### config.mk
export PLATFORM = sky130hd
export DESIGN_NAME = strict_priority_multi_queue_unit
export DESIGN_NICKNAME = d
export VERILOG_FILES = /design/src/rtl/spmq_pkg.sv /design/src/rtl/spmq_ram.sv /design/src/rtl/spmq_ctrl.sv /design/src/rtl/strict_priority_multi_queue_unit.sv
export SDC_FILE = /design/constraint.sdc
export NUM_CORES = 1
export LEC_CHECK = 0
export ABC_AREA = 1
export CORE_MARGIN = 8
export CORE_UTILIZATION = 63
export CTS_CLUSTER_SIZE = 14
export DETAILED_ROUTE_END_ITERATION = 12
export DONT_BUFFER_PORTS = 1
export HOLD_SLACK_MARGIN = 0.05
export PLACE_DENSITY = 0.78
export REMOVE_ABC_BUFFERS = 1
export SYNTH_ARGS = -nofsm -noshare
export SYNTH_HDL_FRONTEND = slang
export SYNTH_HIERARCHICAL = 1
export SYNTH_SLANG_ARGS = --single-unit
### constraint.sdc
create_clock -name clk -period 4.15 [get_ports clk]
set_clock_uncertainty 0.15 [all_clocks]
set_input_delay 0.415 -clock clk [delete_from_list [all_inputs] [get_ports clk]]
set_output_delay 0.415 -clock clk [all_outputs]
set_load 0.02 [all_outputs]
### src/rtl/spmq_pkg.sv
// ----------------------------------------------------------------------------
// spmq_pkg
// Shared types and codes for the strict priority multi-queue unit.
// ----------------------------------------------------------------------------
package spmq_pkg;

  localparam int LVL_W  = 3;
  localparam int DATA_W = 32;

  typedef enum logic {
    CMD_ENQ = 1'b0,
    CMD_DEQ = 1'b1
  } cmd_t;

  typedef enum logic [2:0] {
    ST_ENQ     = 3'd0,
    ST_DEQ     = 3'd1,
    ST_BADPRIO = 3'd2,
    ST_OVER    = 3'd3,
    ST_UNDER   = 3'd4
  } status_t;

  typedef struct packed {
    cmd_t                      command;
    logic signed [DATA_W-1:0]  value;
    logic        [LVL_W-1:0]   priority_req;
  } req_t;

  typedef struct packed {
    status_t                   status;
    logic signed [DATA_W-1:0]  data_out;
    logic        [LVL_W-1:0]   level_out;
  } rsp_t;

  // Outcome of one queue operation, from the pointer logic to the pipeline
  typedef struct packed {
    logic                      we;
    logic                      re;
    status_t                   status;
    logic        [LVL_W-1:0]   level;
  } acc_t;

endpackage

### src/rtl/spmq_ram.sv
// ----------------------------------------------------------------------------
// spmq_ram
// Simple dual-port RAM, one write and one read port, registered read data.
// ----------------------------------------------------------------------------
module spmq_ram #(
  parameter int WIDTH = 32,
  parameter int WORDS = 32
) (
  input  logic                     clk,
  input  logic                     we,
  input  logic [$clog2(WORDS)-1:0] waddr,
  input  logic [WIDTH-1:0]         wdata,
  input  logic                     re,
  input  logic [$clog2(WORDS)-1:0] raddr,
  output logic [WIDTH-1:0]         rdata
);

  logic [WIDTH-1:0] mem [WORDS];

  always_ff @(posedge clk) begin
    if (we) begin
      mem[waddr] <= wdata;
    end
    if (re) begin
      rdata <= mem[raddr];
    end
  end

endmodule

### src/rtl/spmq_ctrl.sv
// ----------------------------------------------------------------------------
// spmq_ctrl
// Per-level head, tail and occupancy registers, priority selection and
// entry address generation for one operation per cycle in which fire is set.
// ----------------------------------------------------------------------------
module spmq_ctrl
  import spmq_pkg::*;
#(
  parameter int LEVELS = 4,
  parameter int DEPTH  = 8,
  localparam int LW = (LEVELS > 1) ? $clog2(LEVELS) : 1,
  localparam int IW = (DEPTH > 1) ? $clog2(DEPTH) : 1,
  localparam int OW = $clog2(DEPTH + 1),
  localparam int AW = $clog2(LEVELS * DEPTH)
) (
  input  logic          clk,
  input  logic          rst,
  input  logic          fire,
  input  req_t          item,
  output acc_t          acc,
  output logic [AW-1:0] addr
);

  localparam logic [LVL_W:0] LEVELS_V = (LVL_W + 1)'(LEVELS);
  localparam logic [OW-1:0]  FULL_V   = OW'(DEPTH);
  localparam logic [IW-1:0]  LAST_V   = IW'(DEPTH - 1);

  logic [IW-1:0] head [LEVELS];
  logic [IW-1:0] tail [LEVELS];
  logic [OW-1:0] occ  [LEVELS];

  logic [LW-1:0] enq_lvl;
  logic          lvl_ok;
  logic          full;
  logic [LW-1:0] sel;
  logic          found;
  logic [LW-1:0] lvl;
  logic [IW-1:0] slot;
  logic [IW-1:0] slot_inc;

  assign enq_lvl = item.priority_req[LW-1:0];
  assign lvl_ok  = {1'b0, item.priority_req} < LEVELS_V;
  assign full    = lvl_ok && (occ[enq_lvl] == FULL_V);

  // Lowest-numbered non-empty level wins
  always_comb begin
    sel   = '0;
    found = 1'b0;
    for (int i = LEVELS - 1; i >= 0; i--) begin
      if (occ[i] != '0) begin
        sel   = LW'(i);
        found = 1'b1;
      end
    end
  end

  always_comb begin
    acc = '0;
    if (item.command == CMD_ENQ) begin
      lvl = enq_lvl;
      if (!lvl_ok) begin
        acc.status = ST_BADPRIO;
      end else if (full) begin
        acc.status = ST_OVER;
      end else begin
        acc.status = ST_ENQ;
        acc.we     = 1'b1;
        acc.level  = LVL_W'(enq_lvl);
      end
    end else begin
      lvl = sel;
      if (found) begin
        acc.status = ST_DEQ;
        acc.re     = 1'b1;
        acc.level  = LVL_W'(sel);
      end else begin
        acc.status = ST_UNDER;
      end
    end
    slot     = (item.command == CMD_ENQ) ? tail[lvl] : head[lvl];
    slot_inc = (slot == LAST_V) ? '0 : slot + 1'b1;
  end

  assign addr = AW'(lvl) * AW'(DEPTH) + AW'(slot);

  always_ff @(posedge clk) begin
    if (rst) begin
      for (int i = 0; i < LEVELS; i++) begin
        head[i] <= '0;
        tail[i] <= '0;
        occ[i]  <= '0;
      end
    end else if (fire) begin
      if (acc.we) begin
        tail[lvl] <= slot_inc;
        occ[lvl]  <= occ[lvl] + 1'b1;
      end
      if (acc.re) begin
        head[lvl] <= slot_inc;
        occ[lvl]  <= occ[lvl] - 1'b1;
      end
    end
  end

endmodule

### src/rtl/strict_priority_multi_queue_unit.sv
// An accepted request is registered in s1, then s2, then the response register.
// Throughput: one transaction per cycle, limited by the single RAM read port
// and the pointer update loop; response back-pressure stalls the pipe.
// Reset clears all head, tail and occupancy registers, so every level is empty.
// Entry RAM contents are not cleared; an entry is only read after being written.
// ----------------------------------------------------------------------------
// strict_priority_multi_queue_unit
// LEVELS circular FIFOs of DEPTH words with strict priority dequeue.
// ----------------------------------------------------------------------------
module strict_priority_multi_queue_unit
  import spmq_pkg::*;
#(
  parameter int LEVELS = 4,
  parameter int DEPTH  = 8
) (
  input  logic clk,
  input  logic rst,
  input  logic req_valid,
  output logic req_ready,
  input  req_t req,
  output logic rsp_valid,
  input  logic rsp_ready,
  output rsp_t rsp
);

  localparam int AW = $clog2(LEVELS * DEPTH);

  logic              adv;
  logic              fire;
  logic              s1_valid;
  req_t              s1_item;
  logic              s2_valid;
  status_t           s2_status;
  logic [LVL_W-1:0]  s2_level;
  logic              s2_deq;
  acc_t              acc;
  logic [AW-1:0]     addr;
  logic [DATA_W-1:0] ram_rdata;

  assign adv       = !rsp_valid || rsp_ready;
  assign req_ready = !s1_valid || adv;
  assign fire      = s1_valid && adv;

  spmq_ctrl #(
    .LEVELS (LEVELS),
    .DEPTH  (DEPTH)
  ) u_ctrl (
    .clk  (clk),
    .rst  (rst),
    .fire (fire),
    .item (s1_item),
    .acc  (acc),
    .addr (addr)
  );

  spmq_ram #(
    .WIDTH (DATA_W),
    .WORDS (LEVELS * DEPTH)
  ) u_ram (
    .clk   (clk),
    .we    (fire && acc.we),
    .waddr (addr),
    .wdata (s1_item.value),
    .re    (fire && acc.re),
    .raddr (addr),
    .rdata (ram_rdata)
  );

  always_ff @(posedge clk) begin
    if (rst) begin
      s1_valid  <= 1'b0;
      s2_valid  <= 1'b0;
      rsp_valid <= 1'b0;
    end else begin
      if (req_valid && req_ready) begin
        s1_valid <= 1'b1;
      end else if (adv) begin
        s1_valid <= 1'b0;
      end
      if (adv) begin
        s2_valid  <= s1_valid;
        rsp_valid <= s2_valid;
      end
    end
  end

  // Payload registers
  always_ff @(posedge clk) begin
    if (req_valid && req_ready) begin
      s1_item <= req;
    end
    if (adv) begin
      s2_status     <= acc.status;
      s2_level      <= acc.level;
      s2_deq        <= acc.re;
      rsp.status    <= s2_status;
      rsp.level_out <= s2_level;
      // RAM output still holds the word read when s2 was loaded
      rsp.data_out  <= s2_deq ? ram_rdata : '0;
    end
  end

  a_no_rw_together: assert property (@(posedge clk) disable iff (rst)
    !(fire && acc.we && acc.re))
    else $error("queue write and read issued in the same cycle");

  a_s1_hold: assert property (@(posedge clk) disable iff (rst)
    s1_valid && !adv |=> s1_valid && $stable(s1_item))
    else $error("stalled input stage lost its transaction");

  a_data_zero: assert property (@(posedge clk) disable iff (rst)
    rsp_valid && rsp.status != ST_DEQ |-> rsp.data_out == '0)
    else $error("non-dequeue response carries data");

  a_err_level: assert property (@(posedge clk) disable iff (rst)
    rsp_valid && (rsp.status == ST_BADPRIO || rsp.status == ST_OVER ||
                  rsp.status == ST_UNDER) |-> rsp.level_out == '0)
    else $error("error response carries a level");

endmodule
# After elaboration in Yosys (flattened, before gate mapping)
# Memories as Yosys holds them, arrays and structs flattened. A register that Yosys moved wholly into a read port is not among the register bits.
# Cells that the tools add are included.
[op_classes] n_addsub=4 order_cmp=1 n_eq_ne=2 n_mux=48 n_bitwise=1 n_reduce_logical=17
[ops] cell="1-bit two-way mux" count=26
[ops] cell="2-bit two-way mux" count=13
[ops] cell="3-bit two-way mux" count=6
[ops] cell="4-bit nonzero test" count=4
[ops] cell="4-bit two-way mux" count=2
[ops] cell="6-bit two-way mux" count=1
[ops] cell="3-bit OR reduction" count=2
[ops] cell="5-bit by 3-bit adder with 5-bit output" count=1
[ops] cell="1-bit logical AND" count=5
[ops] cell="4-bit by 1-bit adder with 4-bit output, second input constant" count=1
[ops] cell="4-bit equality test, second input constant" count=1
[ops] cell="4-bit OR reduction" count=1
[ops] cell="4-bit by 1-bit subtractor with 4-bit output, second input constant" count=1
[ops] cell="3-bit by 1-bit adder with 3-bit output, second input constant" count=1
[ops] cell="3-bit equality test, second input constant" count=1
[ops] cell="3-bit < comparator, second input constant" count=1
[ops] cell="1-bit logical NOT" count=2
[ops] cell="1-bit logical OR" count=2
[ops] cell="2-bit nonzero test" count=1
[ops] cell="1-bit bitwise OR" count=1
[word_totals] register_bits=84 ramBits=1064 input_bits=40 out_inout_bits=40 wordCells=89 mem_count=4
[mem_list] memory="u_ram.mem" words=32 word_bits=32 rd=1 rd_clocked_by_memory_dff=1 write_ports=1 line="spmq_ram.sv:18" rtl="logic [WIDTH-1:0] mem [WORDS];"
[mem_list] memory="u_ctrl.occ" words=4 word_bits=4 rd=6 rd_clocked_by_memory_dff=1 write_ports=4 line="spmq_ctrl.sv:30" rtl="logic [OW-1:0] occ [LEVELS];"
[mem_list] memory="u_ctrl.head" words=4 word_bits=3 rd=1 rd_clocked_by_memory_dff=0 write_ports=4 line="spmq_ctrl.sv:28" rtl="logic [IW-1:0] head [LEVELS];"
[mem_list] memory="u_ctrl.tail" words=4 word_bits=3 rd=1 rd_clocked_by_memory_dff=0 write_ports=4 line="spmq_ctrl.sv:29" rtl="logic [IW-1:0] tail [LEVELS];"

# Longest topological paths before layout
# An unclocked memory read counts as a cell.
[depth] ltp_word=15 mapped_depth=25 ltp_nobuf=21

# Cells and area by module
# Netlist, hierarchy kept.
[modules_own_cells] mod="spmq_ram" n_inst=1 cells_each=3536 area_each_um2=42726.0 seq_area_each_um2=31710.4
[modules_own_cells] mod="strict_priority_multi_queue_unit" n_inst=1 cells_each=168 area_each_um2=2839.0 seq_area_each_um2=2492.4
[modules_own_cells] mod="spmq_ctrl" n_inst=1 cells_each=287 area_each_um2=2488.6 seq_area_each_um2=1201.2

# Worst setup path after synthesis
# No wires, ideal clock.
[synth_timing] path_type="register to register" from="mem u_ctrl/occ[0][3] in the netlist's numbering" to="mem u_ram.mem[14][0] (enable)" setup_time_ps=421 t_arrival_ps=3225 required_time_ps=3579 setup_slack_ps=354 path_stages_with_launch=14 n_path_buf=2 synth_period_minus_slack_ps=3796 path_cell_list="edfxtp_1 nor2_1 nand2_2 nor2_4 nand3_1 nand2_2 buf_6 buf_4 o21ai_0 o22ai_1 nand2_1 nand2_1 nand3_1 nor2_1"
[synth_rtl] element="start: declaration" line="spmq_ctrl.sv:30"
[synth_rtl] element="end: declaration" line="spmq_ram.sv:18"

==> results.py <==
metrics = {
    "status": {
        "status": "finished clean",
    },
    "setup_path": {
        "critPathMaxFanout": 134,
        "path_class": "flip-flop to flip-flop",
        "worstPathArrival_ps": 4140,
        "rrSetupSlack_ps": 290,
        "critPathCaptureType": "flip-flop",
        "required_ps": 4420,
        "r2r-start": "u_ctrl/occ[1][2]",
        "rr_worst_depth": 19,
        "cp-start-kind": "flip-flop",
        "reg2reg_to": "u_ram/rdata[29]",
    },
    "timing": {
        "hold_viol_final": 0,
        "finalSetupViolations": 0,
        "min_period_ps": 3864,
        "fin_crit_sh_pct": 93.12,
        "hold_slack_ps": 167.6,
        "fmaxAchievable_ghz": 0.2588,
        "rsz0062_at_grt": "false",
        "max_slew_margin_pct": 26.33,
        "worstMarginPinSlew_ps": 1105,
        "final_max_slew_viol_count": 0,
    },
    "clock_tree": {
        "cts_root_buf": "clkbuf_16",
        "cts_sinks": 1180,
        "cts_made_buffers": 114,
        "cts_tree": "built",
        "cts_hold_buffers": 40,
        "clkTransAtPathRegs_ps": 60,
        "cts_resized": 0,
        "htreeDepth": 3,
        "clk_latency_ps": 690,
        "cts_buffer_depth": 3,
        "post_cts_buffers": 0,
    },
    "yosys": {
        "synthFlopType": "edfxtp_1",
        "async_reset_ff_share_pct": 0,
        "ys_seq_area_share_pct": 73.68,
        "synth.distinct_cells": 36,
        "ys_ff_latch": 1180,
        "synth_commonest_cells": "1516 x nand2_1, 1177 x edfxtp_1, 800 x nand3_1",
        "yosysWarnings": 6,
        "yosys.area.top_type_share_pct": 73.55,
        "syn_area_per_cell_um2": 12.04,
        "synth_area_leaders": "edfxtp_1 74%, nand2_1 12%, nand3_1 8.3%",
        "yosysMostFrequentCell": "nand2_1",
        "syn_area_um2": 48050,
        "synthCells": 3991,
        "synth_edf_count": 1177,
        "yosys.area.top_type": "edfxtp_1",
    },
    "placement": {
        "gp_congestion": 0.8725,
        "placed_area_um2": 49200,
        "portBuffers": 0,
        "hpwl_um": 64700,
    },
    "detailed_routing": {
        "drcViolationCount": 0,
        "first_pass_iters": 6,
        "via_count": 31400,
        "viasPerCell": 6.154,
        "drt_iter0_drc": 3860,
        "ant_nets": 0,
        "wire_per_inst_um": 23.65,
        "drt_wl_total_um": 120700,
    },
    "layout": {
        "diodes": 0,
        "area_delta_synth_final_pct": 10.79,
        "final_nets": 4075,
        "fill_cells": 4801,
        "drive_above_1_share_pct": 8.606,
        "fin_util_pct": 70.33,
        "multi_input_area_um2": 10930,
        "design_area_um2": 53240,
        "regArea_um2": 35400,
    },
    "grt": {
        "antenna_found_initial": 1,
        "gr-total-overflow": 0,
        "grt_max_degree": 141,
        "grt_pass1_vias": 30210,
        "grt_usage_pct": 27.70,
        "grt_pass1_wl_um": 180400,
    },
    "floorplanning": {
        "die_h_um": 292.2,
        "io_pins": 80,
        "rows": 101,
        "dieArea_um2": 85370,
        "start_util_pct": 63.48,
        "coreArea_um2": 75700,
        "die_x_um": 292.2,
    },
    "power": {
        "p_leak_nw": 19.75,
        "power_density_nw_per_um2": 494.8,
        "peakVddDrop_mv": 0.3848,
    },
    "min_path": {
        "holdPathEnd": "u_ctrl/head[0][0]",
        "hold_class": "input pin to flip-flop",
        "min-delay-start": "rst",
        "worstHoldPathCells": 2,
    },
    "run": {
        "drv_cap": 0,
    },
}
==> critical path: stages (launching register included) <==
cell	delay, ps
edfxtp_1	410
nor2_2	150
nand2_2	110
nor2_4	120
nand2_2	80
nand2_4	110
nand2_4	170
inv_1	330
o21ai_0	130
o22ai_1	140
nand2_1	110
nand2_4	210
buf_12	520
nand3_1	260
nand3_1	130
nand2_1	50
nand2_1	50
nand2_1	60
nand2_1	60
nand2_1	60
==> layout make-up <==
class                   count  area share, %
repair buffers            154          3.182
clock buffers             146          5.664
flip-flops and latches   1180          66.50
inverters                  84         0.6675
clock inverters            65          1.163
multi-input cells        2496          20.52
well taps                 978          2.299
==> routing by layer <==
metal,share of wire [%],wire [µm],track usage (%)
met2,47,57010,44.97
met5,0,0,0
met3,12,14330,5.946
met4,4.4,5331,11.82
met1,36,44020,36.37
==> where the power goes <==
group          internal (mW)  total [mW]  switching [mW]
Combinational          0.792        2.71            1.92
Sequential              13.3        13.5           0.225
Clock                   5.80        10.2            4.35
==> placed cells by master (no fill, tap or decap), types with 3 or more instances in the layout <==
| master | netlist | final |
|---|---|---|
| edfxtp_1 | 1177 | 1177 |
| clkbuf_1 | 25 | 30 |
| nand2_1 | 1516 | 1514 |
| clkinv_2 | 0 | 24 |
| nor2_4 | 3 | 36 |
| nand2_4 | 3 | 6 |
| clkbuf_16 | 0 | 116 |
| nor2_1 | 95 | 62 |
| buf_4 | 26 | 79 |
| inv_6 | 0 | 6 |
| o22ai_1 | 5 | 5 |
| clkinv_1 | 0 | 23 |
| inv_1 | 74 | 70 |
| o21ai_0 | 14 | 14 |
| nand2_2 | 14 | 13 |
| o21ai_1 | 4 | 4 |
| ha_1 | 4 | 4 |
| nand3_1 | 800 | 800 |
| nor3_1 | 6 | 6 |
| a21oi_1 | 11 | 11 |
| buf_12 | 0 | 35 |
| bufinv_16 | 0 | 11 |
| dlygate4sd3_1 | 0 | 40 |
| nand3_2 | 6 | 6 |
| dfxtp_1 | 3 | 3 |
| nor2_2 | 4 | 4 |
| inv_2 | 8 | 8 |
==> how the worst max path moves through the flow <==
stage	startpoint	slack, ps	endpoint	depth (start not counted)
after floorplan	s1_item[35]	-10690	u_ram/rdata[0]	19
after global placement	u_ctrl/occ[2][3]	570	u_ram/mem[17][29]	16
after detailed placement	u_ctrl/occ[2][2]	470	u_ram/mem[17][15]	16
after CTS	u_ctrl/occ[1][2]	430	u_ram/rdata[25]	19
after global routing	u_ctrl/occ[1][2]	120	u_ram/rdata[0]	19
final	u_ctrl/occ[1][2]	290	u_ram/rdata[29]	19
==> sequential cells by signal, indices dropped and copies added, names as in the netlist, 3 cells and up <==
signal	cells
u_ram/rdata	32
u_ctrl/occ	16
u_ctrl/tail	12
s2_status	3
u_ram/mem	1024
rsp	38
s2_level	3
u_ctrl/head	12
s1_item	36
==> through the flow <==
stage,worst slack (ps),setup TNS (ps),std cells,total power [mW]
2_1_floorplan,-10690,-8671550,3760,15.73
3_3_place_gp,566.3,0,4852,16.28
3_5_place_dp,467.7,0,4852,16.34
4_1_cts,429.4,0,5103,26.36
5_1_grt,121.1,0,5103,27.10
6_report,285.7,0,5103,26.34
==> cell families after synthesis <==
kind of cell	share of synthesized area, %
other	0.007804
buffers and inverters	4.145
DFF	73.68
adders and majority gates	0.1458
and+or+nand+nor	21.62
AOI/OAI and AO/OA	0.3854
xor gates and xnor gates	0.01823
Note: power is estimated with default switching activity, not from simulation.
